### src/hdl/gbss_fifo.sv
// Two-entry queue with push/full and pop/empty sides.
// Used for the work queue and the result queue; no package use.
`timescale 1ns / 1ps

module gbss_fifo #(
  parameter int unsigned Width = 8
) (
  input  logic             clk_i,
  input  logic             rst_ni,
  input  logic             push_i,
  output logic             full_o,
  input  logic [Width-1:0] wdata_i,
  input  logic             pop_i,
  output logic             empty_o,
  output logic [Width-1:0] rdata_o
);

  logic [Width-1:0] mem_q [2];
  logic             wr_ptr_q, rd_ptr_q;
  logic [1:0]       count_q;
  logic             do_push, do_pop;

  assign full_o  = (count_q == 2'd2);
  assign empty_o = (count_q == 2'd0);
  assign do_push = push_i && !full_o;
  assign do_pop  = pop_i && !empty_o;
  assign rdata_o = mem_q[rd_ptr_q];

  always_ff @(posedge clk_i or negedge rst_ni) begin
    if (!rst_ni) begin
      wr_ptr_q <= 1'b0;
      rd_ptr_q <= 1'b0;
      count_q  <= 2'd0;
    end else begin
      if (do_push) wr_ptr_q <= !wr_ptr_q;
      if (do_pop)  rd_ptr_q <= !rd_ptr_q;
      if (do_push && !do_pop) begin
        count_q <= count_q + 2'd1;
      end else if (do_pop && !do_push) begin
        count_q <= count_q - 2'd1;
      end
    end
  end

  always_ff @(posedge clk_i) begin
    if (do_push) mem_q[wr_ptr_q] <= wdata_i;
  end

endmodule

### config.mk
export PLATFORM = sky130hd
export DESIGN_NAME = gbss_fifo
export DESIGN_NICKNAME = d
export VERILOG_FILES = /design/src/hdl/gbss_fifo.sv
export SDC_FILE = /design/constraint.sdc
export NUM_CORES = 1
export LEC_CHECK = 0
export CORE_MARGIN = 5
export CORE_UTILIZATION = 41
export DETAILED_ROUTE_END_ITERATION = 8
export DONT_BUFFER_PORTS = 1
export GPL_TIMING_DRIVEN = 0
export SETUP_SLACK_MARGIN = 0.2
export SLEW_MARGIN = 20
export SYNTH_ARGS = -nofsm -noshare
export SYNTH_HDL_FRONTEND = slang
export SYNTH_SLANG_ARGS = --single-unit
### constraint.sdc
create_clock -name clk_i -period 2.1 [get_ports clk_i]
set_input_delay 0.21 -clock clk_i [delete_from_list [all_inputs] [get_ports clk_i]]
set_output_delay 0.21 -clock clk_i [all_outputs]
set_load 0.005 [all_outputs]
Word level (Yosys, flattened, before mapping)
Memory sizes are Yosys's and may differ from the RTL's.
Index checks and enable logic that the tools add are counted.
Widths: inputs -> output; s select.
{"block": "totals", "register_bits": 4, "ramBits": 16, "input_bits": 12, "output_inout_bits": 10, "word_cells": 23, "n_memories": 1}
{"block": "classes", "add_sub_neg": 2, "eq_ne": 1, "muxes": 4, "reduce_logical": 12}
{"name": "mem_q", "depth": 2, "width": 8, "rd": 1, "rd_clocked_by_memory_dff": 0, "wr": 1, "line_no": "18", "rtl": "logic [Width-1:0] mem_q [2];"}
{"cell": "$logic_not 1->1", "count": 6}
{"cell": "$logic_and 1x1->1", "count": 4}
{"cell": "$mux 2", "count": 2}
{"cell": "$add 2x1->2 const B", "count": 1}
{"cell": "$eq 2x2->1 const B", "count": 1}
{"cell": "$logic_not 2->1", "count": 1}
{"cell": "$mux 1", "count": 2}
{"cell": "$reduce_bool 2->1", "count": 1}
{"cell": "$sub 2x1->2 const B", "count": 1}

Depth between registers and ports, before layout
Gate-level depths: netlist of the first run.
{"block": "depth", "ltp_word": 7, "depth_mapped": 7, "depth_no_buf": 7}

Worst setup path before layout of the first run
No wires, ideal clock.
{"block": "synth_timing", "kind": "reg-to-reg", "from": "reg count_q[0]", "to": "mem mem_q[0][0] (enable)", "arrival_time_ns": 1.022, "required_ns": 1.730, "slack_ns": 0.708, "path_stages_with_launch": 4, "path_cell_list": "dfrtp_1 nand2b_1 nand2_2 nor2_1"}
{"block": "synth_between", "elab_chain_cells": 5}
{"item": "start, declared", "line_no": "20", "rtl": "logic [1:0] count_q;"}
{"item": "start signal, assigned", "line_no": "38", "rtl": "count_q <= count_q + 2'd1;"}
{"item": "start signal, assigned", "line_no": "40", "rtl": "count_q <= count_q - 2'd1;"}
{"item": "$eq 2x2->1", "line_no": "23", "rtl": "assign full_o = (count_q == 2'd2);"}
{"item": "$logic_not 1->1", "line_no": "25", "rtl": "assign do_push = push_i && !full_o;"}
{"item": "$logic_and 1x1->1", "line_no": "25"}
{"item": "$mux 1", "line_no": "46", "rtl": "if (do_push) mem_q[wr_ptr_q] <= wdata_i;"}
{"item": "$mux 1 (not written as such)", "line_no": "46"}
{"item": "end, declared", "line_no": "18"}
Every way passes these cells.

Final worst setup path of the first run
{"block": "layout_timing", "from": "reg count_q[0]", "to": "mem mem_q[0][2] (enable)"}
Same word-level chain as after synthesis.

==> results of run 1 <==
## metrics by stage
step	power [uW]	worst slack, ps
finish	1257	469.3
global route	1332	286.8
CTS	1279	415.3
detailed placement	960.0	425.7
global placement	930.9	550.8
floorplan	881.6	707.9
## kinds of logic (layout without fill, tap and decap cells)
kind of cell,after synthesis,after routing,share of synthesized area
multiplexers,8,8,0.1152
flip-flops,20,20,0.7424
AO/OA/AOI/OAI,1,1,0.006394
buffers and inverters,3,16,0.01600
AND/OR/NAND/NOR,6,6,0.03841
adder cells (fa/ha/maj),1,1,0.01600
XOR/XNOR,5,5,0.06561
## layout make-up
cell class / count / share of cell area
multi-input combinational: 21 / 0.1976
inverter: 2 / 0.007853
buffer: 1 / 0.005236
clock buffer: 3 / 0.02356
sequential: 20 / 0.6073
clock inverter: 1 / 0.03141
tap: 25 / 0.03272
timing repair buffer: 9 / 0.09424
## worst max-delay path, delay by kind of cell (launching register included)
| kind | cells | cell delay [ps] |
|---|---|---|
| flops | 1 | 440 |
| simple gates | 3 | 840 |
## layer usage
metal | up-vias | track usage | part of all wire
li1 | 183 | - | -
met2 | 14 | 0.1815 | 0.58
met3 | 2 | 0.03878 | 0.091
met5 | - | 0 | 0
met1 | 186 | 0.08185 | 0.32
met4 | 0 | 0.05106 | 0.012
## how the worst max path moves through the flow
stage / start / to / slack (ps) / depth (start not counted)
2_1_floorplan: count_q[0] / mem_q[0][0] / 710 / 3
3_3_place_gp: count_q[0] / mem_q[0][3] / 550 / 3
3_5_place_dp: count_q[0] / mem_q[0][4] / 430 / 3
4_1_cts: count_q[0] / mem_q[0][2] / 420 / 3
5_1_grt: count_q[0] / mem_q[0][2] / 290 / 3
6_report: count_q[0] / mem_q[0][2] / 470 / 3
## cell usage in the layout (no fill, tap or decap)
cell type / n
inv_1: 2
ha_1: 1
xor2_1: 2
and3_1: 1
o21ai_1: 1
mux2_2: 2
bufinv_16: 1
dfrtp_1: 4
clkbuf_4: 3
mux2_1: 6
nand2b_1: 1
nand2_2: 1
edfxtp_1: 16
xnor2_1: 2
dlygate4sd3_1: 9
nor2_1: 3
buf_2: 1
xnor2_2: 1
## power by group through the flow
| stage | sequential (uW) | clock, uW | combinational, uW |
|---|---|---|---|
| after floorplan | 604 | 0 | 278 |
| after global placement | 609 | 0 | 322 |
| after detailed placement | 620 | 0 | 340 |
| after CTS | 611 | 309 | 359 |
| after global routing | 621 | 326 | 385 |
| final | 609 | 304 | 344 |
## what timing repair did
action | 4_1_cts | 5_1_grt
endpoints found under the hold margin | 20 | 0
hold buffers | 9 | 0
setup endpoints to repair | 0 | 0
## state kept, by name, summed over array words and instances (netlist names)
name      cells
rd_ptr_q      1
count_q       2
wr_ptr_q      1
mem_q        16
==> results.md, run 1 <==
- Slew margin rel.: 0.5304
- RSZ-0062 raised after global routing: false
- Critical path fanouts, max: 8
- Hold Path Class: primary input to flip-flop
- Post-synth EDFFs: 16
- Drt drc: 0
- Pwr Density: 1315 mW/mm2
- Final net count: 71
- Chip width: 53.67 um
- Worst IR Drop VDD: between 0.0009 and 0.001 V
- WHS: between 80 and 90 ps
- Leading area contributor after synthesis: edfxtp_1
- Top FF cell, synth: edfxtp_1
- #FFs+latches synth: 20
- Inserted Clock Buffers: 3
- Reg2reg path depth: 3
- Grt ovf: 0
- Area of the multi-input gates: around 190 um2
- Max-cap violations: 0
- Largest net degree at the start of global routing: 13
- Antenna diodes: 0
- DR WL/cell: between 10 and 15 um
- Critical Path RT: 2030 ps
- Antenna violation net count after detailed routing: 0
- Hold Violations, Final: 0
- Worst Hold Launch: push_i
- # placed instances: between 60 and 70
- Setup TNS: 0 ps
- Post-Route WL: 1.170 mm
- Reg-to-reg slack, setup: 470 ps
- Final core occ: 0.5418
- Switching part of the total: 0.2794
- Vias in the first global route: 433
- Top-count cell post-synth: edfxtp_1
- Vias: 385
- Achievable Freq: 613.2 MHz
- DRT Pass-1 Iters: 2
- Synth async-reset ratio: 0.2000
- Synthesized Nets: 57
- Final HPWL DP: around 890 um
- Initial antenna violation count: 0
- CTS tree: built
- Post-synthesis average cell area: 17.77 um2
- Clock-pin slew on the worst setup and hold paths: 100 ps
- Final Max Slew Viols: 0
- Mapped cell area: 782.0 um2
- Starting DRT DRC Count: 3
- Status: complete, no violations
- CP arrival: 1560 ps
- Root Driver: clkbuf_4
- Post-CTS Setup Bufs: 0
- GPL Wtd Cong: approximately 0.63
- Register area share after synthesis: 0.7424
- Final Cell Area: 955.9 um2
- Filler cell count: 172
- Num ports: 22
- Critical R2R Capture: mem_q[0][2]
- Worst-Margin Slew: 701.7 ps
- CTS sink cnt: 20
- Die Area: roughly 0.0029 mm2
- Gr usage total: 0.09518
- Core ar.: between 0.0015 and 0.002 mm2
- Comb power frac: 0.273
- Gate Count Post-Synth: 44
- Setup CP Type: flip-flop to flip-flop
- Critical-path cell list: nand2b_1 -> nand2_2 -> nor2_1
- Internal power: 905.6 uW
- Clock skew: 7.140 ps
- Register area: approximately 580 um2
- CP endpoint kind: flip-flop
- Layout area overhead: 22.24%
- Yosys top cell area share: 0.6144
- Maximum clock path buffer count: 2
- Initial Util: 0.4433
- Hold endpoint: wr_ptr_q
- Slowest CP cell: nor2_1
- Clock Latency Late Sink: about 290 ps
- Hold depth: 2
- CP startpoint kind: flip-flop
- Clk pwr share: 0.242
- Tmin final: 1631 ps
- Leak: 0.0003594 uW
- Std-Cell Rows: 15
- Syn. warnings: 0
- Synth area leaders: edfxtp_1, dfrtp_1, mux2_1
- Worst r2r src: count_q[0]
- Synth cell types: 15
- Synth top cells by count: edfxtp_1, mux2_1, dfrtp_1
- Vias per cell: 4.695
- H-tree lvl count: 1
- IO Port Bufs: 0
- First-pass GRT wire length: 1.828 mm
- Layout cells sized above 1: 0.1579
- Sw power: 351.1 uW
- Non-filler cells in the finished layout: 82
- Area post-placement: 813.3 um2
- Worst path max stage delay: 550 ps
- Final Cycle Share: 0.7765
- # setup viols final: 0
- Chip height: between 50 and 60 um
- Seq pwr share: 0.484
- Cts repair resizes: 0
Power figures use the tool's default switching activity.
==> run 2, diff against run 1 <==
==> constraint.sdc (replaced) <==
create_clock -name clk_i -period 1.3 [get_ports clk_i]
set_input_delay 0.13 -clock clk_i [delete_from_list [all_inputs] [get_ports clk_i]]
set_output_delay 0.13 -clock clk_i [all_outputs]
set_load 0.005 [all_outputs]
==> run 2 against run 1 <==
  * Cell count increased by 13%
  * Combinational power increased to 3.1 times the previous value
  * The flow now finishes with violations (negative setup slack)
  * Register-to-register slack got worse by 510 ps
  * Clock power decreased by 6.9%
  * Highest routed layer unchanged
  * Critical path depth increased by 3
==> results.md, run 2 (same netlist as run 1, synthesis figures left out) <==
- Status: complete, but fails checks
- Area of the multi-input gates: 267.8 um2 (+42%)
- Critical path fanouts, max: 3 (-5)
- Maximum clock path buffer count: 2 (unchanged)
- Failing checks: negative setup slack
- Power Total: 2380 uW (+89%)
- CP startpoint kind: flip-flop
- First-pass GRT wire length: 2.235 mm (+22%)
- DRT Pass-1 Iters: 2 (unchanged)
- Vias in the first global route: 479 (+11%)
- Commonest non-fill, non-tap cells in the layout: edfxtp_1, dlygate4sd3_1, mux2_4
- Gr usage total: 0.1169 (+0.02167)
- Reg2reg path depth: 6 (+3)
- Antenna violation net count after detailed routing: 0 (unchanged)
- Slew margin rel.: 0.8370 (+0.3066)
- Min setup slack post-route: -41.47 ps (-510.8 ps)
- GPL Wtd Cong: 0.6278 (-0.16%)
- Pwr Density: 2132 mW/mm2 (+62%)
- DR WL/cell: 15.89 um (+11%)
- Vias per cell: 4.731 (+0.77%)
- Die Area: 0.002880 mm2 (unchanged)
- Layout cells sized above 1: 0.4853 (+0.3274)
- Critical Path RT: 1480 ps (-550 ps)
- # setup viols final: 9 (+9)
- Achievable Freq: 745.5 MHz (+22%)
- Largest regs: mem_q x16, count_q x2
- Max reg flops: 16 (unchanged)
- Leak: 0.0004453 uW (+24%)
- Clock-pin slew on the worst setup and hold paths: 100 ps (about the same)
- Starting DRT DRC Count: 1 (-2)
- Reg-to-reg slack, setup: -40 ps (-510 ps)
- CTS tree: built
- Worst r2r src: count_q[0]
- Antenna diodes: 0 (unchanged)
- CP endpoint kind: flip-flop
- Setup CP Type: flip-flop to flip-flop
- Critical R2R Capture: count_q[1]
- Root Driver: clkbuf_4
- Worst path max stage delay: 420 ps (-130 ps)
- Post-Route WL: 1.478 mm (+26%)
- Worst Hold Launch: pop_i
- Final Max Slew Viols: 0 (unchanged)
- Most flop-heavy register: mem_q
- Clock Latency Late Sink: 290 ps (about the same)
- Std-Cell Rows: 15 (unchanged)
- Chip height: 53.67 um (unchanged)
- Area post-placement: 845.8 um2 (+4.0%)
- Commonest non-fill, non-tap cell in the layout: edfxtp_1
- Critical-path cell list: buf_4 -> o21ai_4 -> ha_4 -> xor2_1 -> nor2_1 -> xor2_1
- Final Cycle Share: 1.032 (+0.2554)
- Worst IR Drop VDD: 0.001322 V (+44%)
- Final Cell Area: 0.001116 mm2 (+17%)
- Chip width: 53.67 um (unchanged)
- Max-cap violations: 0 (unchanged)
- CTS sink cnt: 20 (unchanged)
- # placed instances: 69 (unchanged)
- Drt drc: 0 (unchanged)
- Hold endpoint: rd_ptr_q
- Crit path buf inv count: 1 (+1)
- RSZ-0062 raised after global routing: true
- Grt ovf: 0 (unchanged)
- Cell mode on critical path: xor2_1
- H-tree lvl count: 1 (unchanged)
- Slowest CP cell: dfrtp_1
- Num ports: 22 (unchanged)
- Initial antenna violation count: 0 (unchanged)
- Register area: 581.8 um2 (+0.22%)
- Core ar.: 0.001764 mm2 (unchanged)
- Final net count: 82 (+15%)
- Final HPWL DP: 940.1 um (+6.2%)
- Worst-Margin Slew: 243.9 ps (-457.8 ps)
- Initial Util: 0.4433 (unchanged)
- WHS: 91.70 ps (+4.805 ps)
- Non-filler cells in the finished layout: 93 (+13%)
- Inserted Clock Buffers: 3 (unchanged)
- IO Port Bufs: 0 (unchanged)
- Hold Path Class: primary input to flip-flop
- Layout area overhead: 42.72%
- Filler cell count: 137 (-20%)
- Top delay family on crit path: flip-flops
- Largest net degree at the start of global routing: 12 (-1)
- Hold Violations, Final: 0 (unchanged)
- Vias: 440 (+14%)
- Clock skew: 2.109 ps (-5.031 ps)
- Hold depth: 3 (+1)
- Tmin final: 1341 ps (-289.2 ps)
- CP arrival: 1520 ps (-40 ps)
-- run 2: cell count changes in the layout (fill, tap and decap cells not counted), moves of 2 or more --
cell	delta
buf_4	+7
buf_6	+5
inv_1	-2
mux2_1	-6
mux2_2	-2
mux2_4	+8
-- run 2: area by class of cell --
type                    count  area share
plain buffers               1     0.01009
clock buffers               3     0.02018
clock inverters             1    0.003363
inverters                   2    0.008969
multi-input cells          21      0.2399
flip-flops and latches     20      0.5213
well taps                  25     0.02803
repair buffers             20      0.1682
-- run 2: stage by stage --
stage          worst slack [ps]  setup TNS (ps)    util
5_1_grt                  -96.27           -1116  0.6326
4_1_cts                  -28.82          -45.41  0.5993
2_1_floorplan            -3.807          -3.807       -
3_5_place_dp             -95.66          -761.6  0.4794
3_3_place_gp             -34.24          -264.9  0.4794
6_report                 -41.47          -98.23  0.6326
-- run 2: repair_timing --
action	in CTS	in global routing
setup buffers	6	4
cloned	0	1
pin swaps	5	2
hold buffers	9	0
endpoints found under the setup margin	27	28
endpoints found under the hold margin	20	0
gates resized for setup	16	7
-- run 2: worst max path at each step --
stage                     slack, ps  cells past startpoint          to  startpoint
after CTS                       -30                      7  count_q[1]  count_q[0]
after global routing           -100                      7  count_q[1]  count_q[0]
after global placement          -30                      5  count_q[1]  count_q[1]
after floorplan                  -4                      5  count_q[1]  count_q[1]
after detailed placement       -100                      5  count_q[1]  count_q[1]
final                           -40                      6  count_q[1]  count_q[0]
-- run 2: power breakdown --
group	switching, uW	total, uW	internal [uW]
sequential	128	1030	899
combinational	432	1070	638
clock	172	283	112
total	731	2380	1650
-- run 2: metal layers --
layer,vias to the layer above,wire (um),global-route usage,part of all wire
met5,-,0,0,0
met4,0,15,0.05106,0.010
met2,14,864,0.2258,0.58
met1,216,505,0.1048,0.34
met3,2,93,0.04432,0.063
li1,208,-,-,-
-- run 2: worst min-delay path: cells and delay by family --
| kind | cells | cell delay, ps |
|---|---|---|
| buffers and inverters | 1 | 110 |
| xor gates and xnor gates | 1 | 60 |
| AOI/OAI and AO/OA | 1 | 50 |
