File: config.mk
export PLATFORM = sky130hd
export DESIGN_NAME = gbss_front
export DESIGN_NICKNAME = d
export VERILOG_FILES = /design/src/hdl/gbss_pkg.sv /design/src/hdl/gbss_front.sv
export SDC_FILE = /design/constraint.sdc
export NUM_CORES = 1
export LEC_CHECK = 0
export ABC_AREA = 1
export BUFFER_PORTS_ARGS = -buffer_cell sky130_fd_sc_hd__buf_2
export CORE_UTILIZATION = 35
export CTS_CLUSTER_SIZE = 24
export DETAILED_ROUTE_END_ITERATION = 8
export HOLD_SLACK_MARGIN = 0.03
export SYNTH_ARGS = -nofsm -noshare
export SYNTH_HDL_FRONTEND = slang
export SYNTH_SLANG_ARGS = --single-unit
File: constraint.sdc
create_clock -name clk_i -period 2.47 [get_ports clk_i]
set_input_delay 0.1235 -clock clk_i [delete_from_list [all_inputs] [get_ports clk_i]]
set_output_delay 0.1235 -clock clk_i [all_outputs]
set_load 0.005 [all_outputs]
File: src/hdl/gbss_pkg.sv
// Shared types and constants of the Gaussian blur / Sobel sharpen block.
// Item and result structs, register indexes, kernel weights, reciprocals.
// No dependencies.
`timescale 1ns / 1ps

package gbss_pkg;

  localparam int unsigned COL_W      = 12;
  localparam int unsigned ROW_W      = 13;
  localparam int unsigned DIM_W      = 13;
  localparam int unsigned POS_W      = 15;
  localparam int unsigned PIX_W      = 24;
  localparam int unsigned CFG_IDX_W  = 8;
  localparam int unsigned CFG_DATA_W = 16;

  localparam logic [CFG_IDX_W-1:0] CFG_FRAME_WIDTH  = 8'd0;
  localparam logic [CFG_IDX_W-1:0] CFG_FRAME_HEIGHT = 8'd1;

  localparam logic [10:0]      WIDTH_RESET  = 11'd640;
  localparam logic [12:0]      HEIGHT_RESET = 13'd480;
  localparam logic [DIM_W-1:0] MIN_DIM      = 13'd3;
  localparam logic [DIM_W-1:0] MAX_HEIGHT   = 13'd4096;

  localparam logic [5:0] GAUSS_W [5][5] = '{
    '{6'd1, 6'd4,  6'd7,  6'd4,  6'd1},
    '{6'd4, 6'd16, 6'd26, 6'd16, 6'd4},
    '{6'd7, 6'd26, 6'd41, 6'd26, 6'd7},
    '{6'd4, 6'd16, 6'd26, 6'd16, 6'd4},
    '{6'd1, 6'd4,  6'd7,  6'd4,  6'd1}
  };

  // floor(x / d) == (x * RECIP) >> SHIFT over each value range in use
  localparam logic [16:0] BLUR_RECIP = 17'd122911;  // d = 273, shift 25
  localparam logic [14:0] GREY_RECIP = 15'd20972;   // d = 100, shift 21
  localparam logic [19:0] EDGE_RECIP = 20'd744104;  // d = 1443, shift 30
  localparam logic [15:0] MAG_SCALE  = 16'd65025;

  typedef struct packed {
    logic       operation;
    logic [7:0] red_in;
    logic [7:0] green_in;
    logic [7:0] blue_in;
  } in_item_t;

  typedef struct packed {
    logic [7:0] red_out;
    logic [7:0] green_out;
    logic [7:0] blue_out;
    logic       frame_end;
  } out_item_t;

  typedef struct packed {
    logic [PIX_W-1:0] sample;
    logic [COL_W-1:0] col;
    logic [ROW_W-1:0] row;
  } work_t;

  typedef struct packed {
    logic [DIM_W-1:0] width;
    logic [DIM_W-1:0] height;
  } dims_t;

endpackage

File: src/hdl/gbss_front.sv
// Front end: accepts items, tracks the stream position, drops drain ticks
// inside a frame and queues work for the back end. Uses gbss_pkg.
`timescale 1ns / 1ps

module gbss_front
  import gbss_pkg::*;
(
  input  logic     clk_i,
  input  logic     rst_ni,
  input  dims_t    dims_i,
  input  logic     restart_i,
  input  logic     push_i,
  output logic     full_o,
  input  in_item_t item_i,
  output logic     work_push_o,
  input  logic     work_full_i,
  output work_t    work_o
);

  logic [COL_W-1:0] col_q, col_d;
  logic [ROW_W-1:0] row_q, row_d;
  logic             draining, accept, col_wrap, frame_done;

  assign full_o     = work_full_i;
  assign accept     = push_i && !work_full_i;
  assign draining   = ({1'b0, row_q} >= {1'b0, dims_i.height});
  assign work_push_o = accept && (draining || !item_i.operation);
  assign col_wrap   = (({1'b0, col_q} + 13'd1) == dims_i.width);
  assign frame_done = (col_q == 12'd2) &&
                      ({1'b0, row_q} == ({1'b0, dims_i.height} + 14'd3));

  assign work_o.sample = draining ? '0 : {item_i.red_in, item_i.green_in, item_i.blue_in};
  assign work_o.col    = col_q;
  assign work_o.row    = row_q;

  always_comb begin
    col_d = col_q;
    row_d = row_q;
    priority if (restart_i) begin
      col_d = '0;
      row_d = '0;
    end else if (work_push_o) begin
      priority if (frame_done) begin
        col_d = '0;
        row_d = '0;
      end else if (col_wrap) begin
        col_d = '0;
        row_d = row_q + 13'd1;
      end else begin
        col_d = col_q + 12'd1;
      end
    end
  end

  always_ff @(posedge clk_i or negedge rst_ni) begin
    if (!rst_ni) begin
      col_q <= '0;
      row_q <= '0;
    end else begin
      col_q <= col_d;
      row_q <= row_d;
    end
  end

endmodule

Word-level counts from Yosys, hierarchy flattened
Index checks and enable logic that the tools add are counted.
Widths: inputs -> output; s select.
{"block": "classes", "n_mul": 0, "n_div": 0, "bitwise_logic": 0, "n_eq_ne": 3, "addsub": 4, "n_mux": 9, "shift": 0, "n_reduce_logical": 9, "magnitude_cmp": 1}
{"cell": "$mux 13", "n": 4}
{"cell": "$mux 12", "n": 4}
{"cell": "$mux 24", "n": 1}
{"cell": "$add 13x2->14 const B", "n": 1}
{"cell": "$eq 13x14->1", "n": 1}
{"cell": "$add 12x1->13 const B", "n": 1}
{"cell": "$add 13x1->13 const B", "n": 1}
{"cell": "$eq 13x13->1", "n": 1}
{"cell": "$ge 13x13->1", "n": 1}
{"cell": "$add 12x1->12 const B", "n": 1}
{"cell": "$eq 12x2->1 const B", "n": 1}
{"cell": "$logic_and 1x1->1", "n": 3}
{"cell": "$reduce_bool 3->1", "n": 1}
{"cell": "$logic_not 1->1", "n": 2}
{"cell": "$reduce_and 2->1", "n": 1}
{"cell": "$reduce_bool 2->1", "n": 1}
{"cell": "$logic_or 1x1->1", "n": 1}
{"block": "word_totals", "rom_bits": 0, "ramBits": 0, "n_memories": 0, "reg_bits": 25, "out_inout_bits": 51, "word_cells": 28, "latchBits": 0, "input_bits": 56}

Longest topological paths before layout
Gate-level depths: netlist of the first run.
{"block": "depth", "depth_word": 6, "depth_mapped": 18}

Least setup slack after synthesis of the first run
OpenSTA, ideal clock, no wires.
{"block": "synth_path", "path_kind": "flip-flop to flip-flop", "start": "register row_q[6]", "end": "register row_q[8]", "t_arrival_ns": 1.956, "path_stages_with_launch": 13, "synth_period_minus_slack_ns": 2.073, "setup_slack_ns": 0.397, "n_path_buf": 1, "required_ns": 2.353, "cell_sequence": "dfrtp_1 -> ha_1 -> nand2_1 -> inv_1 -> o21ai_0 -> a21oi_1 -> nor2_1 -> nand3_1 -> o21ai_2 -> nand2_4 -> buf_2 -> nand4_1 -> nand2_1"}
{"block": "synth_between", "elab_chain_len": 5}
{"item": "start: declaration", "line": "gbss_front.sv:21", "text": "logic [ROW_W-1:0] row_q, row_d;"}
{"item": "start signal: assignment", "line": "gbss_front.sv:61", "text": "row_q <= row_d;"}
{"item": "$add 13x1->13 (tied with other cells)", "line": "gbss_front.sv:48", "text": "row_d = row_q + 13'd1;"}
{"item": "$mux 13 (tied with other cells)", "line": "gbss_front.sv:46", "text": "end else if (col_wrap) begin"}
{"item": "$mux 13 / $logic_and 1x1->1 (equally long branches)", "line": "gbss_front.sv:43, gbss_front.sv:27"}
{"item": "$mux 13 / $reduce_bool 2->1 (equally long branches)"}
{"item": "$mux 13 / $reduce_and 2->1 (equally long branches)"}
Parallel ways exist; a longest one is shown, timed or not. The select of a mux whose other input is x is not followed.
A chain may end at the register's enable or synchronous reset.

Final worst setup path of the first run
{"block": "layout_path", "start": "register row_q[10]", "end": "output port work_push_o"}
{"block": "layout_between", "elab_chain_len": 3}
{"item": "$ge 13x13->1", "line": "gbss_front.sv:26", "text": "assign draining = ({1'b0, row_q} >= {1'b0, dims_i.height});"}
{"item": "$logic_or 1x1->1", "line": "gbss_front.sv:27", "text": "assign work_push_o = accept && (draining || !item_i.operation);"}
{"item": "$logic_and 1x1->1", "line": "gbss_front.sv:27"}
{"item": "end: declaration", "line": "gbss_front.sv:15", "text": "output logic work_push_o,"}
No other way between the ends.

==> results of run 1 <==
[layout make-up]
class / instances / area share
repair buffers: 121 / 0.163
flip-flops and latches: 25 / 0.158
clock buffers: 4 / 0.0113
multi-input cells: 407 / 0.527
inverters: 113 / 0.107
well taps: 108 / 0.0339
[power groups by stage]
stage	clock (mW)	combinational, mW	sequential, mW
after detailed placement	0	0.317	0.433
after global placement	0	0.312	0.433
after floorplan	0	0.189	0.432
after global routing	0.279	0.365	0.427
final	0.258	0.321	0.425
after CTS	0.256	0.320	0.425
[metrics by stage]
step	std cells	hold slack (ns)	instance area, um2
after floorplan	560	-0.172	3250
after global placement	770	0.167	3900
after detailed placement	770	0.167	3900
after CTS	775	0.280	3950
after global routing	778	0.281	3980
final	778	0.270	3980
[sequential cells by signal, indices dropped and copies added, names as in the netlist]
register and count:
col_q 12, row_q 13
[routing by layer]
layer  track usage  vias to the layer above  wire, um
met5             0                        -         0
met4        0.0310                        0        75
met3       0.00931                        8       536
met2         0.348                      120      4410
met1         0.273                     1677      4520
li1              -                     1968         -
[synth_stat cells]
| cell type | number | area (um2) |
|---|---|---|
| a21oi_1 | 5 | 25.0 |
| buf_2 | 5 | 25.0 |
| buf_4 | 2 | 15.0 |
| buf_6 | 4 | 45.0 |
| clkbuf_1 | 4 | 15.0 |
| clkinv_2 | 1 | 5.00 |
| dfrtp_1 | 25 | 626 |
| ha_1 | 17 | 213 |
| inv_1 | 111 | 417 |
| inv_2 | 1 | 3.75 |
| nand2_1 | 162 | 608 |
| nand2_2 | 8 | 50.1 |
| nand2_4 | 3 | 33.8 |
| nand3_1 | 64 | 320 |
| nand3_2 | 1 | 10.0 |
| nand3b_1 | 7 | 52.6 |
| nand4_1 | 36 | 225 |
| nor2_1 | 61 | 229 |
| nor2_2 | 5 | 31.3 |
| nor2_4 | 9 | 101 |
| nor3_1 | 5 | 25.0 |
| nor4_1 | 1 | 6.26 |
| o21ai_0 | 8 | 40.0 |
| o21ai_1 | 1 | 5.00 |
| o21ai_2 | 1 | 8.76 |
| xnor2_1 | 5 | 43.8 |
| xor2_1 | 8 | 70.1 |
[timing repair]
| action | in CTS | in global routing |
|---|---|---|
| endpoints found under the hold margin | 25 | 0 |
| gates resized for setup | 0 | 3 |
| setup endpoints to repair | 0 | 1 |
| hold buffers | 1 | 0 |
| setup buffers | 0 | 3 |
[cell usage in the layout (no fill, tap or decap)]
master         count
nor2_1            61
nand2_4            3
ha_1              17
nand2_2            8
clkbuf_8           3
buf_2            106
nand4_1           36
dlygate4sd3_1      1
nor2_2             5
clkbuf_1           1
a21oi_1            5
xor2_1             8
dfrtp_1           23
clkinv_2           1
inv_1            111
nor4_1             1
buf_6              1
nand3b_1           7
nand2_1          162
nand3_1           64
inv_2              1
o21ai_1            1
buf_4             13
xnor2_1            5
nor2_4             9
o21ai_2            1
nand3_2            1
o21ai_0            8
dfrtp_2            2
nor3_1             5
[how the worst min path moves through the flow]
stage                           end  cells past startpoint  slack [ns]
after floorplan            col_q[0]                      0       -0.17
after global placement    row_q[12]                      1        0.17
after detailed placement  row_q[12]                      1        0.17
after CTS                  col_q[7]                      4        0.28
after global routing       row_q[7]                      4        0.28
final                      row_q[7]                      4        0.27
[cells by family after synthesis]
| group | Yosys count | share of synthesized area |
|---|---|---|
| compound gates | 15 | 0.0243 |
| xor+xnor | 13 | 0.0350 |
| fa+ha+maj | 17 | 0.0655 |
| buf+inv | 128 | 0.162 |
| flops | 25 | 0.193 |
| simple gates | 362 | 0.521 |
[worst register-to-register path: cells and delay by family, from the launching register on]
kind | cells | cell delay, ns
adders and majority gates | 1 | 0.32
and+or+nand+nor | 8 | 1.02
DFF | 1 | 0.45
AOI/OAI and AO/OA | 2 | 0.39
buffers and inverters | 1 | 0.03
==> summary.txt, run 1 <==
STA
  – Setup TNS Final: 0 ns
  – Final min period: 2.31 ns
  – Slew HR: 0.592
  – Final worst-path cycle share: 0.934
  – Final Skew: between 0.0015 and 0.002 ns
  – Unrepaired setup endpoints after global routing: no
  – Maximum clock frequency: 433 MHz
  – Max Slew Vio Count: 0
  – Final setup vio count: 0
  – Worst Tran Pin Value: 0.611 ns
  – Final WS setup: 0.162 ns
  – Final hold violations: 0

Clocking
  – Max Root-Sink Buffers: 2
  – TritonCTS clock tree: done
  – CTS clk-pin slew, worst paths: 0.09 ns
  – Root Buffer: clkbuf_8
  – Inserted Clock Buffers: 3
  – CTS Sinks: 25
  – Worst-Skew Late Latency: 0.27 ns
  – Number of H-tree levels: 1

Setup path
  – WS Path Type: flip-flop to output port
  – R2R Setup Slk: 0.21 ns
  – CP max FO: 9
  – Cells on worst reg2reg path: 12
  – Worst path arrival time: 2.18 ns
  – CP cell instances: ha_1, nand2_1, inv_1, o21ai_0, nand2_1, nor2_1, nand3_1, o21ai_2, buf_6, inv_1, buf_2
  – Reg2reg start: row_q[10]
  – Reg2reg end: row_q[3]
  – Critical Path Start: row_q[10]
  – CP bufs+invs: 4
  – Slowest stage delay, CP: 0.45 ns
  – Worst path depth: 11
  – CP endpoint kind: output port
  – Nature of the critical path startpoint: flip-flop
  – Critical Path RT: 2.35 ns
  – Crit-path leading delay family: flip-flops
  – Slowest CP cell: dfrtp_2
  – Critical Path End: work_push_o

GRT
  – Global Route Usage Sum: 0.198
  – Initial antenna violation count: 0
  – Largest net degree at the start of global routing: 27
  – First-pass GRT wire length: ~16000 um
  – Gr ovfl total: 0
  – Vias in the first global route: approximately 3400

Finish
  – Final net count: 744
  – Layout Utilization: 0.450
  – Multi-input gate area: 2100 um2
  – Layout cell share with drive strength beyond 1: 0.230
  – Area added between synthesis and finish: 22.5%
  – Fill count: roughly 980
  – Storage cell area: 628 um2
  – Antenna cells: 0

Run status
  – Status: finished, violations left
  – Failing checks: DRC

Power
  – Pwr/cell area: between 200 and 300 nW/um2
  – Logic pwr share: 0.320
  – Net Switching: between 0.3 and 0.4 mW
  – Flop pwr share: 0.423
  – Clock Power Share: 0.257
  – P_leak: 2.47 nW
  – Peak VDD IR: about 0.19 mV
  – Tot Pwr: roughly 1 mW
  – Switching power share of the total: 0.339
  – Internal Power: 0.663 mW

Run
  – MaxCap Viol Count: 0

Die
  – Starting Density: 0.367
  – Core Footprint: 8850 um2
  – Row cnt: 34
  – Die Ht: 98.4 um
  – Io pins: approximately 110
  – Die Area: approximately 9700 um2
  – Die Wd: 98.4 um

Hold path
  – Hold Crit Class: input pin to flip-flop
  – Hold_sp: restart_i

Logic synthesis
  – Seq/Total Area, Yosys: 0.193
  – Synthesis Warnings: 0
  – Yosys cell types: 27
  – Yosys reg bits: 25
  – Post-synth net total: 633
  – Avg Inst Size Synth: around 5.8 um2
  – Synth Instances: 560
  – Synthesized cell area: approximately 3200 um2

Place
  – Placement Setup Slack: 0.225 ns
  – GPL Wtd Cong: approximately 0.82
  – Post-DP HPWL: approximately 7700 um
  – PortBufs: 106

Routing
  – Via/cell ratio: ~4.8
  – Vias: 3773
  – Drt initial violations: 176
  – DRC: 10
  – First-pass DRT Iterations: 7
  – Number of routed nets with antenna violations: 0
  – Final wirelength: roughly 9500 um
  – WL/cell: 12.3 um
(Power assumes the default switching activity.)
==> inputs of run 2 (changes only) <==
--- a/config.mk
+++ b/config.mk
@@ -7,10 +7,14 @@
 export LEC_CHECK = 0
 export ABC_AREA = 1
 export BUFFER_PORTS_ARGS = -buffer_cell sky130_fd_sc_hd__buf_2
-export CORE_UTILIZATION = 35
+export CELL_PAD_IN_SITES_DETAIL_PLACEMENT = 1
+export CELL_PAD_IN_SITES_GLOBAL_PLACEMENT = 1
+export CORE_ASPECT_RATIO = 0.7
+export CORE_UTILIZATION = 34
 export CTS_CLUSTER_SIZE = 24
 export DETAILED_ROUTE_END_ITERATION = 8
 export HOLD_SLACK_MARGIN = 0.03
+export PLACE_DENSITY_LB_ADDON = 0.1
 export SYNTH_ARGS = -nofsm -noshare
 export SYNTH_HDL_FRONTEND = slang
 export SYNTH_SLANG_ARGS = --single-unit
==> run 2 against run 1 <==
The run now ends clean. Clock skew is 0.0088 ns higher. Clock power grew 42%. Count of clock-buffer cells in the layout decreased by 1. First-iteration DRC count is 44% lower. Largest power group unchanged. Power is 13% higher. Critical path depth up 5. Global-route usage is 3.3 points higher. Non-clock buffer count rose by 10.
==> summary.txt, run 2 (synthesized netlist as in run 1, its figures left out) <==
Setup path
  – Nature of the critical path startpoint: flip-flop
  – Worst path arrival time: 2.46 ns (+0.28 ns)
  – Critical path's most frequent cell: nand2_1
  – CP max FO: 13 (+4)
  – Slowest stage delay, CP: 0.45 ns (about the same)
  – CP cell instances: ha_1, buf_4, inv_1, nand2_1, nand2_1, nand2_1, nand2_1, nand3_1, nor2_2, nand3_1, nor2_2, nand2_4, nand3_2, nand2_4, nand2_1, nand2_1
  – Slowest CP cell: dfrtp_2
  – WS Path Type: flip-flop to flip-flop
  – CP bufs+invs: 2 (-2)
  – Crit-path leading delay family: simple AND/OR/NAND/NOR gates
  – Critical Path RT: 2.62 ns (+0.27 ns)
  – CP endpoint kind: flip-flop

GRT
  – Gr ovfl total: 0 (unchanged)
  – Global Route Usage Sum: 0.231 (+0.0329)
  – Vias in the first global route: 3718 (+10%)
  – First-pass GRT wire length: 18400 um (+18%)
  – Largest net degree at the start of global routing: 27 (unchanged)
  – Initial antenna violation count: 0 (unchanged)

Finish
  – Layout Utilization: 0.451 (+0.00106)
  – Max reg flops: 13 (unchanged)
  – Final net count: 754 (+1.3%)
  – Fill count: 1293 (+32%)
  – Largest Register: row_q
  – Commonest non-fill, non-tap cell in the layout: nand2_1
  – Largest registers: row_q (13), col_q (12)
  – Area added between synthesis and finish: 27.4%
  – Antenna cells: 0 (unchanged)
  – Most frequent cells in the layout: nand2_1, inv_1, buf_2
  – Layout cell share with drive strength beyond 1: 0.246 (+0.0157)

Clocking
  – Inserted Clock Buffers: 3 (unchanged)
  – Max Root-Sink Buffers: 2 (unchanged)
  – CTS clk-pin slew, worst paths: 0.07 ns (-0.02 ns)
  – Worst-Skew Late Latency: 0.26 ns (about the same)
  – TritonCTS clock tree: done
  – CTS Sinks: 25 (unchanged)
  – Root Buffer: clkbuf_16
  – Number of H-tree levels: 1 (unchanged)

Routing
  – Via/cell ratio: 4.94 (+1.9%)
  – Drt initial violations: 99 (-44%)
  – Number of routed nets with antenna violations: 0 (unchanged)
  – Vias: 3972 (+5.3%)
  – WL/cell: 14.4 um (+18%)
  – Final wirelength: 11600 um (+22%)
  – DRC: 0 (-10)
  – First-pass DRT Iterations: 4 (-3)

Power
  – Peak VDD IR: 0.250 mV (+32%)
  – P_leak: 2.53 nW (+2.7%)
  – Pwr/cell area: 273 nW/um2 (+8.3%)

STA
  – Max Slew Vio Count: 0 (unchanged)
  – Final Skew: 0.0107 ns (+0.00875 ns)
  – Worst Tran Pin Value: 0.605 ns (-0.00686 ns)
  – Slew HR: 0.597 (+0.00457)
  – Maximum clock frequency: 432 MHz (-0.22%)
  – Final hold violations: 0 (unchanged)
  – Final worst-path cycle share: 0.937 (+0.00210)
  – Final setup vio count: 0 (unchanged)
  – Setup TNS Final: 0 ns (unchanged)
  – Final min period: 2.31 ns (+0.00518 ns)

Place
  – PortBufs: 106 (unchanged)
  – Post-DP HPWL: 9850 um (+29%)
  – GPL Wtd Cong: 0.876 (+7.1%)

Die
  – Die Wd: 119 um (+21%)
  – Io pins: 107 (unchanged)
  – Row cnt: 29 (-15%)
  – Die Ht: 83.8 um (-15%)
  – Die Area: 9960 um2 (+2.9%)
  – Starting Density: 0.354 (-0.0133)
  – Core Footprint: 9180 um2 (+3.7%)

Run
  – MaxCap Viol Count: 0 (unchanged)

Hold path
  – Hold Crit Class: input pin to flip-flop

Run status
  – Status: finished, final reports clean
run 2: changes by cell type in the layout (fill, tap and decap cells not counted):
cell and change:
clkbuf_1 -1, clkinvlp_4 +1, o21ai_2 -1, nor2_2 +1
o21ai_4 +1, clkbuf_8 -3, buf_12 +1, clkbuf_16 +3
nor2_1 -2, buf_6 -1, buf_4 +10, nor2_4 +1
run 2: routing by layer:
metal  wire length, um  GRT usage  share of wire  vias to the layer above
met4                31     0.0265         0.0027                        0
met5                 0          0              0                        -
li1                  -          -              -                     1989
met2              4720      0.347           0.41                      100
met3               665     0.0335          0.057                        5
met1              6200      0.353           0.53                     1878
run 2: metrics by stage:
stage                     hold WS, ns  setup WS (ns)  instance area, um2  power (mW)  cells
final                           0.259          0.157                4140        1.13    804
after global routing            0.286        -0.0486                4140        1.20    804
after CTS                       0.368         0.0926                4060        1.13    798
after detailed placement        0.172          0.116                3970       0.759    793
after global placement          0.151          0.121                3970       0.749    793
after floorplan                -0.172          0.397                3250       0.621    560
run 2: power by group:
group	internal, mW	total, mW	leakage [nW]	switching (mW)
registers	0.416	0.428	0.344	0.0119
clock network	0.220	0.367	0.0371	0.147
logic	0.134	0.335	2.15	0.201
run 2: layout make-up:
cell class	count	area (um2)	share of cell area
clock buffer	3	75.1	0.0181
clock inverter	1	7.51	0.00181
inverter	113	425	0.103
multi-input combinational	407	2120	0.511
sequential	25	628	0.152
tap	124	155	0.0375
timing repair buffer	131	733	0.177
run 2: path summary, 6_finish.rpt:
path / from / endpoint / slack, ns / cells after the start
min reg2reg: row_q[0] / row_q[0] / 0.54 / 2
min in group asynchronous: rst_ni / col_q[4] / 0.40 / 2
max reg2reg: col_q[1] / row_q[1] / 0.16 / 16
max: col_q[1] / row_q[1] / 0.16 / 16
max in group asynchronous: rst_ni / col_q[1] / 1.64 / 2
min: restart_i / col_q[5] / 0.26 / 4
run 2: repair_timing:
action                                 in CTS  in global routing
hold buffers                                1                  0
setup buffers                               0                  7
setup endpoints to repair                   0                 26
endpoints found under the hold margin      25                  0
gates resized for setup                     0                  6
run 2: tightest hold or removal path: stages:
cell and delay [ns]:
buf_2 0.11, nor2_4 0.11, nand4_1 0.09, nand2_1 0.04
